## config.mk

```make
export PLATFORM = sky130hd
export DESIGN_NAME = crc_checked_record_deserializer_top
export DESIGN_NICKNAME = d
export VERILOG_FILES = /design/src/rtl/core/crcrd_pkg.sv /design/src/rtl/core/crcrd_front.sv /design/src/rtl/core/crcrd_queue.sv /design/src/rtl/core/crcrd_back.sv /design/src/rtl/core/crc_checked_record_deserializer_top.sv
export SDC_FILE = /design/constraint.sdc
export NUM_CORES = 1
export LEC_CHECK = 0
export BUFFER_PORTS_ARGS = -buffer_cell sky130_fd_sc_hd__clkbuf_2
export CAP_MARGIN = 20
export CORE_ASPECT_RATIO = 1.25
export CORE_UTILIZATION = 50
export DETAILED_ROUTE_END_ITERATION = 7
export PLACE_DENSITY_LB_ADDON = 0.12
export SLEW_MARGIN = 10
export SYNTH_ARGS = -nofsm -noshare
export SYNTH_HDL_FRONTEND = slang
export SYNTH_HIERARCHICAL = 1
export SYNTH_SLANG_ARGS = --single-unit
export TNS_END_PERCENT = 10
```

## constraint.sdc

```tcl
create_clock -name clk -period 11.65 [get_ports clk]
set_clock_uncertainty 0.05 [all_clocks]
set_input_delay 0.5825 -clock clk [delete_from_list [all_inputs] [get_ports clk]]
set_output_delay 0.5825 -clock clk [all_outputs]
set_load 0.01 [all_outputs]
```

## src/rtl/core/crcrd_pkg.sv

```systemverilog
package crcrd_pkg;

  localparam int BODY_BYTES = 22;
  localparam int POS_W = $clog2(BODY_BYTES);
  localparam logic [POS_W-1:0] LAST_POS = POS_W'(BODY_BYTES - 1);

  localparam int GEN_OFS = 0;
  localparam int GEN_LEN = 4;
  localparam int SEQ_OFS = 4;
  localparam int SEQ_LEN = 4;
  localparam int TIME_OFS = 8;
  localparam int TIME_LEN = 8;
  localparam int UNC_OFS = 16;
  localparam int UNC_LEN = 4;
  localparam int FLAG_OFS = 20;
  localparam int FLAG_LEN = 2;

  localparam int QUEUE_DEPTH_DEF = 2;

  localparam int CFG_IDX_W = 2;
  localparam logic [CFG_IDX_W-1:0] REG_CRC_INIT = 2'd0;
  localparam logic [CFG_IDX_W-1:0] REG_CRC_POLY = 2'd1;
  localparam logic [CFG_IDX_W-1:0] REG_FLAG_MASK = 2'd2;

  localparam logic [15:0] CRC_INIT_RST = 16'hFFFF;
  localparam logic [15:0] CRC_POLY_RST = 16'h1021;
  localparam logic [15:0] FLAG_MASK_RST = 16'hFFFF;

  typedef struct packed {
    logic [15:0] crc_init;
    logic [15:0] crc_poly;
    logic [15:0] flag_mask;
  } cfg_t;

  typedef struct packed {
    logic [31:0] generation_number;
    logic [31:0] sequence_number;
    logic [63:0] event_time;
    logic [31:0] uncertainty;
    logic [15:0] flag_bits;
    logic [15:0] computed_crc;
    logic        crc_ok;
    logic        record_ok;
  } record_t;

endpackage

```

## src/rtl/core/crcrd_front.sv

```systemverilog
module crcrd_front
  import crcrd_pkg::*;
(
  input  logic        clk,
  input  logic        rst_n,
  input  cfg_t        cfg,
  input  logic        in_valid,
  output logic        in_stall,
  input  logic [7:0]  in_data_byte,
  input  logic [15:0] in_rx_crc,
  output record_t     rec,
  input  logic        q_full,
  output logic        q_push
);

  logic [POS_W-1:0] pos_r;
  logic [15:0]      crc_r;
  logic [15:0]      crc_nxt;
  logic [7:0]       body_r [BODY_BYTES];
  logic [7:0]       bytes_all [BODY_BYTES];
  logic             is_last;
  logic             accept;

  always_comb begin
    crc_nxt = ((pos_r == '0) ? cfg.crc_init : crc_r) ^ {in_data_byte, 8'h00};
    for (int k = 0; k < 8; k++) begin
      if (crc_nxt[15]) begin
        crc_nxt = {crc_nxt[14:0], 1'b0} ^ cfg.crc_poly;
      end else begin
        crc_nxt = {crc_nxt[14:0], 1'b0};
      end
    end
  end

  assign is_last  = (pos_r == LAST_POS);
  assign in_stall = is_last & q_full;
  assign accept   = in_valid & ~in_stall;
  assign q_push   = accept & is_last;

  always_comb begin
    for (int i = 0; i < BODY_BYTES - 1; i++) begin
      bytes_all[i] = body_r[i];
    end
    bytes_all[BODY_BYTES-1] = in_data_byte;
  end

  always_comb begin
    rec = '0;
    for (int i = 0; i < GEN_LEN; i++) begin
      rec.generation_number[8*i +: 8] = bytes_all[GEN_OFS+i];
    end
    for (int i = 0; i < SEQ_LEN; i++) begin
      rec.sequence_number[8*i +: 8] = bytes_all[SEQ_OFS+i];
    end
    for (int i = 0; i < TIME_LEN; i++) begin
      rec.event_time[8*i +: 8] = bytes_all[TIME_OFS+i];
    end
    for (int i = 0; i < UNC_LEN; i++) begin
      rec.uncertainty[8*i +: 8] = bytes_all[UNC_OFS+i];
    end
    for (int i = 0; i < FLAG_LEN; i++) begin
      rec.flag_bits[8*i +: 8] = bytes_all[FLAG_OFS+i];
    end
    rec.computed_crc = crc_nxt;
    rec.crc_ok       = (crc_nxt == in_rx_crc);
    rec.record_ok    = (rec.generation_number != '0) && (rec.uncertainty != '0) &&
                       ((rec.flag_bits & ~cfg.flag_mask) == '0);
  end

  always_ff @(posedge clk) begin
    if (!rst_n) begin
      pos_r <= '0;
    end else if (accept) begin
      pos_r <= is_last ? '0 : pos_r + POS_W'(1);
    end
  end

  always_ff @(posedge clk) begin
    if (accept) begin
      crc_r         <= crc_nxt;
      body_r[pos_r] <= in_data_byte;
    end
  end

endmodule

```

## src/rtl/core/crcrd_queue.sv

```systemverilog
module crcrd_queue
  import crcrd_pkg::*;
#(
  parameter int QUEUE_DEPTH = QUEUE_DEPTH_DEF
) (
  input  logic    clk,
  input  logic    rst_n,
  input  logic    push,
  input  record_t wr_rec,
  output logic    full,
  input  logic    pop,
  output record_t rd_rec,
  output logic    empty
);

  localparam int PTR_W = (QUEUE_DEPTH > 1) ? $clog2(QUEUE_DEPTH) : 1;
  localparam int CNT_W = $clog2(QUEUE_DEPTH + 1);
  localparam logic [PTR_W-1:0] PTR_LAST = PTR_W'(QUEUE_DEPTH - 1);
  localparam logic [CNT_W-1:0] CNT_FULL = CNT_W'(QUEUE_DEPTH);

  record_t          mem_r [QUEUE_DEPTH];
  logic [PTR_W-1:0] wr_ptr_r;
  logic [PTR_W-1:0] rd_ptr_r;
  logic [CNT_W-1:0] count_r;
  logic             do_push;
  logic             do_pop;

  assign full    = (count_r == CNT_FULL);
  assign empty   = (count_r == '0);
  assign do_push = push & ~full;
  assign do_pop  = pop & ~empty;
  assign rd_rec  = mem_r[rd_ptr_r];

  always_ff @(posedge clk) begin
    if (!rst_n) begin
      wr_ptr_r <= '0;
      rd_ptr_r <= '0;
      count_r  <= '0;
    end else begin
      if (do_push) begin
        wr_ptr_r <= (wr_ptr_r == PTR_LAST) ? '0 : wr_ptr_r + PTR_W'(1);
      end
      if (do_pop) begin
        rd_ptr_r <= (rd_ptr_r == PTR_LAST) ? '0 : rd_ptr_r + PTR_W'(1);
      end
      if (do_push && !do_pop) begin
        count_r <= count_r + CNT_W'(1);
      end else if (do_pop && !do_push) begin
        count_r <= count_r - CNT_W'(1);
      end
    end
  end

  always_ff @(posedge clk) begin
    if (do_push) begin
      mem_r[wr_ptr_r] <= wr_rec;
    end
  end

endmodule

```

## src/rtl/core/crcrd_back.sv

```systemverilog
module crcrd_back
  import crcrd_pkg::*;
(
  input  logic        clk,
  input  logic        rst_n,
  input  record_t     rec,
  input  logic        q_empty,
  output logic        q_pop,
  output logic        out_valid,
  input  logic        out_stall,
  output logic [31:0] out_generation_number,
  output logic [31:0] out_sequence_number,
  output logic [63:0] out_event_time,
  output logic [31:0] out_uncertainty,
  output logic [15:0] out_flag_bits,
  output logic [15:0] out_computed_crc,
  output logic        out_crc_ok,
  output logic        out_record_ok
);

  logic        valid_r;
  record_t     rec_r;
  logic        load;

  assign load  = ~q_empty & (~valid_r | ~out_stall);
  assign q_pop = load;

  always_ff @(posedge clk) begin
    if (!rst_n) begin
      valid_r <= 1'b0;
    end else if (load) begin
      valid_r <= 1'b1;
    end else if (!out_stall) begin
      valid_r <= 1'b0;
    end
  end

  always_ff @(posedge clk) begin
    if (load) begin
      rec_r <= rec;
    end
  end

  assign out_valid             = valid_r;
  assign out_generation_number = rec_r.generation_number;
  assign out_sequence_number   = rec_r.sequence_number;
  assign out_event_time        = rec_r.event_time;
  assign out_uncertainty       = rec_r.uncertainty;
  assign out_flag_bits         = rec_r.flag_bits;
  assign out_computed_crc      = rec_r.computed_crc;
  assign out_crc_ok            = rec_r.crc_ok;
  assign out_record_ok         = rec_r.record_ok;

endmodule

```

## src/rtl/core/crc_checked_record_deserializer_top.sv

```systemverilog
// Deserializes 22-byte record bodies that arrive one byte per input word and
// checks each one with a CRC-16 that runs MSB first with no final xor.
// The input channel carries a body byte and the received CRC, which is only
// sampled with the last byte of a record. Body bytes can be taken back to back,
// so a record needs 22 input words and a new record can follow without a gap.
// When the last byte is taken, the record enters a two-entry queue; from there the
// decoded fields, CRC and check flags move into the output register and appear on
// the output channel, one word per record.
// The configuration channel writes the CRC start value, the polynomial and the
// allowed flag mask; it is always ready. A new start value is used from the next
// record start onward.
// Reset returns the byte counter to the first byte, empties the queue, clears
// the output valid and restores the register defaults.
// When the receiver stalls, the output word holds, the queue fills, and only the
// last byte of a record is then stalled until a queue entry frees up.
module crc_checked_record_deserializer_top
  import crcrd_pkg::*;
#(
  parameter int QUEUE_DEPTH = QUEUE_DEPTH_DEF
) (
  input  logic                 clk,
  input  logic                 rst_n,
  input  logic                 in_valid,
  output logic                 in_stall,
  input  logic [7:0]           in_data_byte,
  input  logic [15:0]          in_rx_crc,
  output logic                 out_valid,
  input  logic                 out_stall,
  output logic [31:0]          out_generation_number,
  output logic [31:0]          out_sequence_number,
  output logic [63:0]          out_event_time,
  output logic [31:0]          out_uncertainty,
  output logic [15:0]          out_flag_bits,
  output logic [15:0]          out_computed_crc,
  output logic                 out_crc_ok,
  output logic                 out_record_ok,
  input  logic                 cfg_valid,
  output logic                 cfg_ready,
  input  logic [CFG_IDX_W-1:0] cfg_index,
  input  logic [15:0]          cfg_data
);

  cfg_t    cfg_r;
  record_t front_rec;
  record_t head_rec;
  logic    q_push;
  logic    q_full;
  logic    q_pop;
  logic    q_empty;

  assign cfg_ready = 1'b1;

  always_ff @(posedge clk) begin
    if (!rst_n) begin
      cfg_r.crc_init  <= CRC_INIT_RST;
      cfg_r.crc_poly  <= CRC_POLY_RST;
      cfg_r.flag_mask <= FLAG_MASK_RST;
    end else if (cfg_valid && cfg_ready) begin
      case (cfg_index)
        REG_CRC_INIT:  cfg_r.crc_init  <= cfg_data;
        REG_CRC_POLY:  cfg_r.crc_poly  <= cfg_data;
        REG_FLAG_MASK: cfg_r.flag_mask <= cfg_data;
        default: ;
      endcase
    end
  end

  crcrd_front u_front (
    .clk          (clk),
    .rst_n        (rst_n),
    .cfg          (cfg_r),
    .in_valid     (in_valid),
    .in_stall     (in_stall),
    .in_data_byte (in_data_byte),
    .in_rx_crc    (in_rx_crc),
    .rec          (front_rec),
    .q_full       (q_full),
    .q_push       (q_push)
  );

  crcrd_queue #(
    .QUEUE_DEPTH (QUEUE_DEPTH)
  ) u_queue (
    .clk    (clk),
    .rst_n  (rst_n),
    .push   (q_push),
    .wr_rec (front_rec),
    .full   (q_full),
    .pop    (q_pop),
    .rd_rec (head_rec),
    .empty  (q_empty)
  );

  crcrd_back u_back (
    .clk                   (clk),
    .rst_n                 (rst_n),
    .rec                   (head_rec),
    .q_empty               (q_empty),
    .q_pop                 (q_pop),
    .out_valid             (out_valid),
    .out_stall             (out_stall),
    .out_generation_number (out_generation_number),
    .out_sequence_number   (out_sequence_number),
    .out_event_time        (out_event_time),
    .out_uncertainty       (out_uncertainty),
    .out_flag_bits         (out_flag_bits),
    .out_computed_crc      (out_computed_crc),
    .out_crc_ok            (out_crc_ok),
    .out_record_ok         (out_record_ok)
  );

endmodule

```

==> results of run 1 <==
## logic make-up after synthesis
kind of cell | share of synthesized area (%)
other | 0.0116
buffers and inverters | 2.01
AND/OR/NAND/NOR | 5.16
adder cells (fa/ha/maj) | 0.193
XOR/XNOR | 4.65
AO/OA/AOI/OAI | 2.58
multiplexers | 10.8
flip-flops | 74.6
## metrics by stage
stage | hold WS [ps] | util (%)
final | 179 | 57.4
after global routing | 173 | 57.4
after CTS | 147 | 57.4
after detailed placement | 379 | 53.5
after global placement | 372 | 53.5
after floorplan | 371 | -
## where the power goes
group | total, W | internal [W] | switching (W)
sequential | 0.00335 | 0.00330 | 0.0000482
combinational | 0.000924 | 0.000361 | 0.000563
clock | 0.00244 | 0.00137 | 0.00107
total | 0.00672 | 0.00504 | 0.00168
## flip-flops by register name, summed over array words and instances, names as in the netlist, named ones only
name	cells
cfg_r	48
u_back/out_computed_crc	16
u_back/out_crc_ok	1
u_back/out_event_time	64
u_back/out_flag_bits	16
u_back/out_generation_number	32
u_back/out_record_ok	1
u_back/out_sequence_number	32
u_back/out_uncertainty	32
u_back/out_valid	1
u_front/body_r	168
u_front/crc_r	16
u_front/pos_r	5
u_queue/count_r	2
u_queue/mem_r	388
u_queue/rd_ptr_r	1
u_queue/wr_ptr_r	1
## worst max-delay path: stages (launching register included)
cell	delay [ps]
dfxtp_1	340
inv_1	130
ha_1	200
or4b_1	900
mux2i_4	480
a211oi_1	440
nor2_1	170
xnor2_1	640
xnor3_1	450
xnor3_1	260
and2_1	220
or3_1	350
a311oi_4	530
o21ai_0	210
xnor2_1	350
xor2_1	110
nand4b_1	200
nor4_2	350
## final cells by class
cell class	instances	area, um2	area share, %
multi-input cells	865	7630	20.7
repair buffers	267	1460	3.96
flip-flops and latches	825	24200	65.5
inverters	29	109	0.295
well taps	848	1060	2.87
clock inverters	46	420	1.14
clock buffers	98	2050	5.55
## per-layer routing
metal	track usage [%]	vias up	share of wire, %
met3	3.04	83	3.8
met1	25.2	7946	39
met5	0	-	0
met2	39.1	375	55
met4	6.71	0	2.2
li1	-	7289	-
## path summary, 6_finish.rpt
path / startpoint / endpoint / slack (ps)
max reg2reg: u_front/pos_r[0] / u_queue/mem_r[0][1] / 5070
min reg2reg: u_front/body_r[7][5] / u_queue/mem_r[1][159] / 380
min: cfg_data[9] / cfg_r[25] / 180
max: u_front/pos_r[0] / u_queue/mem_r[0][1] / 5070
## layout by cell type (no fill, tap or decap), types with 4 or more instances in the layout
cell	synthesis	layout
nand4_1	11	11
xnor2_1	104	104
clkbuf_1	32	19
xnor3_1	9	9
o211a_1	5	5
clkbuf_2	0	242
mux2_2	36	36
clkbuf_16	0	79
nor3_1	8	8
nand2_1	121	121
nor4_1	18	18
a221oi_1	5	5
or3_1	6	6
o21ai_1	6	6
and2_1	17	17
ha_1	5	5
a211oi_1	7	7
o211ai_1	11	11
mux2i_1	65	65
nor2b_1	53	53
nand3b_1	4	4
inv_1	29	29
clkinv_1	0	16
dfxtp_1	59	58
mux2_4	161	161
bufinv_16	0	5
a21oi_1	7	6
nand3_1	17	17
edfxtp_1	766	766
o21ai_0	19	19
xor2_1	36	36
clkinvlp_4	0	6
o22ai_1	5	5
clkinv_2	0	11
nor2_1	57	57
and3_1	7	6
buf_4	12	21
o21a_1	5	5
==> summary.md, run 1 <==
The run finished with clean final reports. The total cell area at the placement stage is 34,400 um2, and the share of cells above drive strength 1 is 28.1%. Number of DRC violations after detailed routing: 0.

Among all flip-flop cells after synthesis, the most frequent one is edfxtp_1. Count of final setup violators: 0. The tools report the count of H-tree levels built during CTS as 3. The total power of the final layout is 0.00672 W, and the fmax is 152 MHz. Row count: 104.

TritonCTS built the clock tree. The run gives 0.850 as the final estimated routing congestion in global placement. For the final routed database, the setup TNS stands at 0 ps. In this run the biggest area consumer among cell types represents 70.9% of the synthesized area.

In the post-synthesis netlist, the biggest area contributors are edfxtp_1 71%, mux2_4 7.5%, dfxtp_1 3.6%. The run gives 50.5% as the initial core utilization. The first TritonRoute pass finished after 5 iterations. The largest area contributor in the synthesized netlist was edfxtp_1. Data arrives at the worst endpoint at 6950 ps. After synthesis, the netlist uses 77 different library cells. The setup slack after placement is 5130 ps, and the post-route non-filler standard cell count is 2,978. The clock transition at the registers of the reported paths was 60 ps; the number of placed instances with taps included was 2,832. For this design the ratio of total power to cell area is 182 nW/um2. The logs give 0.000141 V for the maximum vdd drop and 79 for the number of buffers added by the clock tree synthesis step.

Counting every net in the synthesized netlist gives 1,853. The HPWL after detailed placement is 44.5 mm. The die is 287 um tall. The wire length of the first global-routing pass came out at 102 mm. Yosys printed 6 warnings. The tools report the via count of the first global-routing pass as 16,200. The buffers inserted during post-CTS setup optimization was 0.

Counting along the longest clock path gives a buffer depth of 3. The worst hold path passes through 3 cells. During I/O placement, the number of pins put on the boundary was 244.

The worst path meets setup with 5070 ps of slack. The run gives 817 as the DRC marker count from the first detailed-route iteration. The via-per-instance ratio was 5.27; the quantity of gates resized following cts was 0. The number of antenna diodes in the final layout is 0. The worst min-delay path class is in2reg.

After synthesis, the share of flip-flops with an asynchronous set or reset is 0%. Synthesis produced a netlist whose cell count is 1,801. The transition time at the pin with the least slew margin is 1050 ps.

Summed over all cells, the static leakage comes to 12.8 nW. The tools report the number of failing hold endpoints at the final stage as 0. STA classifies the critical path startpoint as a flop. The tools report the number of violations of the max-capacitance limit as 0. The floorplan die area came out at 65,900 um2. Number of antenna violations at the first check in global routing: 0. Measured along the x axis, the die boundary spans 230 um.

The number of fillers in the final layout is 4,969. Cell at the root of the clock tree: clkbuf_16. The average cell area after synthesis came out at 18.0 um2.

Setup repair after global routing left no endpoint under its margin. From synthesis to final layout, the design area changed by 13.8%. For the number of pins exceeding their max-slew limit in the final report, the log shows 0. Summing all non-filler instances in the final layout gives an area of 36,900 um2. The most frequent cell after synthesis was edfxtp_1.

For this design, the sink count on the clock tree is 825. Hold repair after CTS inserted 0 buffers. The maximum number of pins on one net before global-route repair is 148.

The final wirelength was 69.2 mm; the path depth of the worst reg2reg path was 17. The count of nets left with antenna violations once routing finished came out at 0. The worst path needs 6580 ps of the cycle, external delays included. Share of the cycle needed by the critical path after routing: 56.5%. Across every metal layer, demand over resource in global routing totals 21.1%. Summed over all layers, the global routing overflow is 0. Summing every instance area after synthesis gives 32,400 um2. The placeable core region was 64,300 um2; the biggest fanout along the worst timing path was 19.

Ranked by instance count, the synthesized netlist is headed by 766 x edfxtp_1, 161 x mux2_4, 121 x nand2_1. The headroom to the max-slew limit came out at 29.8%. Of the synthesized area, sequential elements account for 74.6%. The number of enable-type register cells in the synthesized netlist came out at 766. Critical path class: reg2reg. Port buffering added 242 buffers.

Clock latency on the worst-skew pair: 630 ps. STA classifies the critical path endpoint as a flop. Counting flops and latches in the post-synthesis netlist gives 825. The required arrival time at the worst endpoint came out at 12,020 ps. Detailed routing inserted a total of 15,700 vias. The final layout contains 2,119 nets.

After detailed routing, the average wire length per cell comes to 23.2 um.
(Power assumes the default switching activity.)
==> inputs of run 2 (changes only) <==
- ABC_AREA: not set -> 1
- clock period: 11.65 -> 5.4 ns (I/O delays scaled with it)
==> run 2 against run 1 <==
Sequential share of layout area grew 0.46 points. Utilization grew 0.39 points. Sequential power increased by 120%. Combinational power up 70%. Largest cell class unchanged.
==> summary.md, run 2 <==
The flow ran to the end, and the final reports show no timing, DRC or antenna violations. The number of synthesis warnings is 6 (unchanged), and the count of H-tree levels built during CTS is 3 (unchanged). The maximum number of pins on one net before global-route repair is 154 (+4.1%). The number of enable-type register cells in the synthesized netlist is 766 (unchanged), and the detailed-router iteration count before antenna repair is 5 (unchanged).

Clock tree synthesis selected as its root buffer the cell clkbuf_16. The register bit total from synthesis was 825 (unchanged). In the layout the commonest cells are 766 x edfxtp_1, 352 x nand2_1, 242 x clkbuf_2. For the TritonCTS sink count, the log shows 825 (unchanged). The area share of fa/ha/maj cells after synthesis is 0.195% (+0.0017 points).

For the number of buffers added by the clock tree synthesis step, the log shows 77 (-2.5%). Tracing the worst setup path back leads to its startpoint at u_front/pos_r[0]. The clock latency on the worst-skew pair is 620 ps (about the same), and the highest cell delay on the worst timing path is 340 ps (-560 ps). The clock transition at the registers of the reported paths came out at 60 ps (about the same). The most common cell in the synthesized netlist is edfxtp_1. The tools report the worst hold slack as 38.0 ps (-141 ps).

The worst setup path is launched from a flop. The complex-gate fraction of the synthesized area is 0.654% (-1.9 points), and the number of distinct library cell variants in the gate-level netlist after synthesis is 42 (-45%). The biggest area contributor in the post-synthesis netlist is edfxtp_1. The critical path in this run is classified as reg2reg. The share of the cycle needed by the critical path after routing works out to 89.5% (+33 points). The wire length of the first global-routing pass was 101 mm (-0.68%); the number of violations of the max-capacitance limit was 0 (unchanged).

Relative to the synthesized area, the layout overhead comes to 14.0%. Worst min-delay path class: in2reg. The xor-xnor portion of the synthesized cell area was 1.72% (-2.9 points); the fmax was 207 MHz (+36%). The required arrival time at the worst endpoint was 5810 ps (-6210 ps).

The worst hold path cell count is 5 (+2). The number of antenna violations at the first check in global routing is 0 (unchanged), and the final estimated routing congestion in global placement is 0.884 (+4.0%). The via-per-instance ratio is 5.10 (-3.2%). The count of pins on the block boundary was 244 (unchanged). On the critical path, the stage with the largest delay is an instance of dfxtp_1.

After synthesis, the largest family of logic cells by area is simple AND/OR/NAND/NOR gates. Capturing point of the worst reg2reg path: u_queue/mem_r[1][1]. The multiplexer area fraction after synthesis was 8.73% (-2.1 points); the number of nets in the final layout was 2,397 (+13%).

Ranked by instance count, the synthesized netlist is headed by 766 x edfxtp_1, 352 x nand2_1, 160 x mux2_4. The biggest fanout along the worst timing path is 26 (+7). The final wirelength is 67.9 mm (-2.0%), and the die boundary height is 285 um (-0.44%). The post-synthesis async set-or-reset flop share was 0% (unchanged); the remaining global-route overflow was 0 (unchanged).

The run gives 63,400 um2 (-1.4%) as the placeable core region. The tools report the count of antenna diodes in the layout as 0 (unchanged). The run gives 3,241 (+8.8%) as the post-route non-filler standard cell count. Most prevalent standard cell on the critical path: nand2_1. For the floorplan die area, the log shows 65,300 um2 (-0.89%). Routed wirelength normalized by instance count: 20.9 um (-9.9%). The row count is 103 (-0.96%), and the final non-filler cell area is 36,700 um2 (-0.70%). For the count of final setup violators, the log shows 0 (unchanged). Among all flip-flop cells after synthesis, the most frequent one is edfxtp_1.

The simple logic cell fraction of the synthesized area was 9.73% (+4.6 points). Setup repair after global routing left no endpoint under its margin. Most common cell after layout, fill and taps aside: edfxtp_1.

For the maximum vdd drop, the log shows 0.000274 V (+94%). The tools report the total cell area at the placement stage as 34,200 um2 (-0.72%). TritonCTS built the clock tree. The tools report the number of buffers on the longest clock path as 3 (unchanged).

The kind of end point of the critical path is a flop. The initial core utilization is 50.7% (+0.24 points). The number of flip-flops under the largest register name is 388 (unchanged), and the top-area cell type share of the netlist area is 71.5% (+0.64 points). The number of placed instances with taps included is 3,087 (+9.0%). The chip width is 229 um (-0.44%), and the synthesized area is 32,100 um2 (-0.89%).

The total leakage power was 13.6 nW (+5.7%); the average cell area after synthesis was 15.6 um2 (-13%). The startpoint of the lowest-slack register-to-register path was u_front/pos_r[0]. The buffers inserted during post-CTS setup optimization was 0 (unchanged); the number of DRC violations after detailed routing was 0 (unchanged). The sequential cell area fraction in the yosys report was 75.2% (+0.67 points); the path depth of the worst reg2reg path was 32 (+15). The via count of the first global-routing pass came out at 16,700 (+2.8%). The register with the most flip-flops in the final layout is u_queue/mem_r. The tools report the remaining antenna violation count after routing as 0 (unchanged). The synthesized netlist net count came out at 2,112 (+14%). The minimum clock period after layout is 4840 ps (-1740 ps). The data arrival time at the worst-slack endpoint was 5250 ps (-1700 ps); the count of input and output buffers was 242 (unchanged). The tools report the overall fraction of global-route tracks in use as 20.9% (-0.15 points). The share of cells above drive strength 1 came out at 25.7% (-2.5 points). The path with the worst hold slack has its endpoint at cfg_r[28].

DRC marker count from the first detailed-route iteration: 1,061 (+30%). Transition time at the pin with the least slew margin: 1210 ps (+151 ps). The HPWL after detailed placement is 44.4 mm (-0.22%).

In the post-synthesis netlist, the biggest area contributors are edfxtp_1 72%, mux2_4 7.5%, nand2_1 4.1%. The logs give 0 (unchanged) for the number of pins exceeding their max-slew limit in the final report and 19.7% (-10 points) for the headroom to the max-slew limit. For the number of standard cells after synthesis, the log shows 2,060 (+14%). The worst hold path begins at cfg_index[0]. The total power divided by cell area is 375 nW/um2 (+110%). The logs give 0 (unchanged) for the number of failing hold endpoints at the final stage and 16,500 (+5.4%) for the routed via count.

The worst setup slack for register-to-register paths is 560 ps (-4510 ps).
-- run 2: through the flow --
stage	worst slack (ps)	util [%]	setup TNS [ps]	power (W)
CTS	316	57.8	0	0.0139
finish	565	57.8	0	0.0137
global route	52.9	57.8	0	0.0143
detailed placement	330	53.9	0	0.00891
floorplan	-1430	-	-556240	0.00845
global placement	565	53.9	0	0.00889
-- run 2: cells by family after synthesis --
group,Yosys count
AO/OA/AOI/OAI,36
multiplexers,196
XOR/XNOR,63
other,1
flip-flops,825
adder cells (fa/ha/maj),5
AND/OR/NAND/NOR,696
buffers and inverters,238
-- run 2: power breakdown --
group / total [W] / switching [W] / internal [W]
registers: 0.00722 / 0.000124 / 0.00709
logic: 0.00157 / 0.00109 / 0.000483
clock network: 0.00496 / 0.00224 / 0.00272
total: 0.0137 / 0.00345 / 0.0103
-- run 2: how the worst max path moves through the flow --
stage,to,slack [ps]
after floorplan,u_queue/mem_r[0][0],-1430
after global placement,u_queue/mem_r[0][1],560
after detailed placement,u_queue/mem_r[1][1],330
after CTS,u_queue/mem_r[0][1],320
after global routing,u_queue/mem_r[0][1],50
final,u_queue/mem_r[1][1],560
-- run 2: worst max-delay path: cells and delay by family (launching register included) --
family                   cells  cell delay [ps]
flip-flops                   1              340
AND/OR/NAND/NOR             29             3600
AO/OA/AOI/OAI                1              270
adder cells (fa/ha/maj)      1              290
buffers and inverters        1              120
-- run 2: area by class of cell --
type	instances	area (um2)
clock inverters	41	289
clock buffers	94	2010
flip-flops and latches	825	24200
inverters	155	584
well taps	840	1050
repair buffers	289	1720
fillers	5003	26700
multi-input cells	997	6820
-- run 2: per-layer routing --
| layer | GRT usage (%) | routed length [um] | share of wire [%] |
|---|---|---|---|
| met1 | 25.9 | 27600 | 41 |
| met2 | 38.0 | 36000 | 53 |
| met3 | 3.09 | 2760 | 4.1 |
| met4 | 6.20 | 1450 | 2.1 |
| met5 | 0 | 0 | 0 |
-- run 2: timing repair --
action,in CTS,in global routing
resized for setup,0,4
endpoints found under the setup margin,0,5
hold buffers,19,0
hold endpoints to repair,52,0
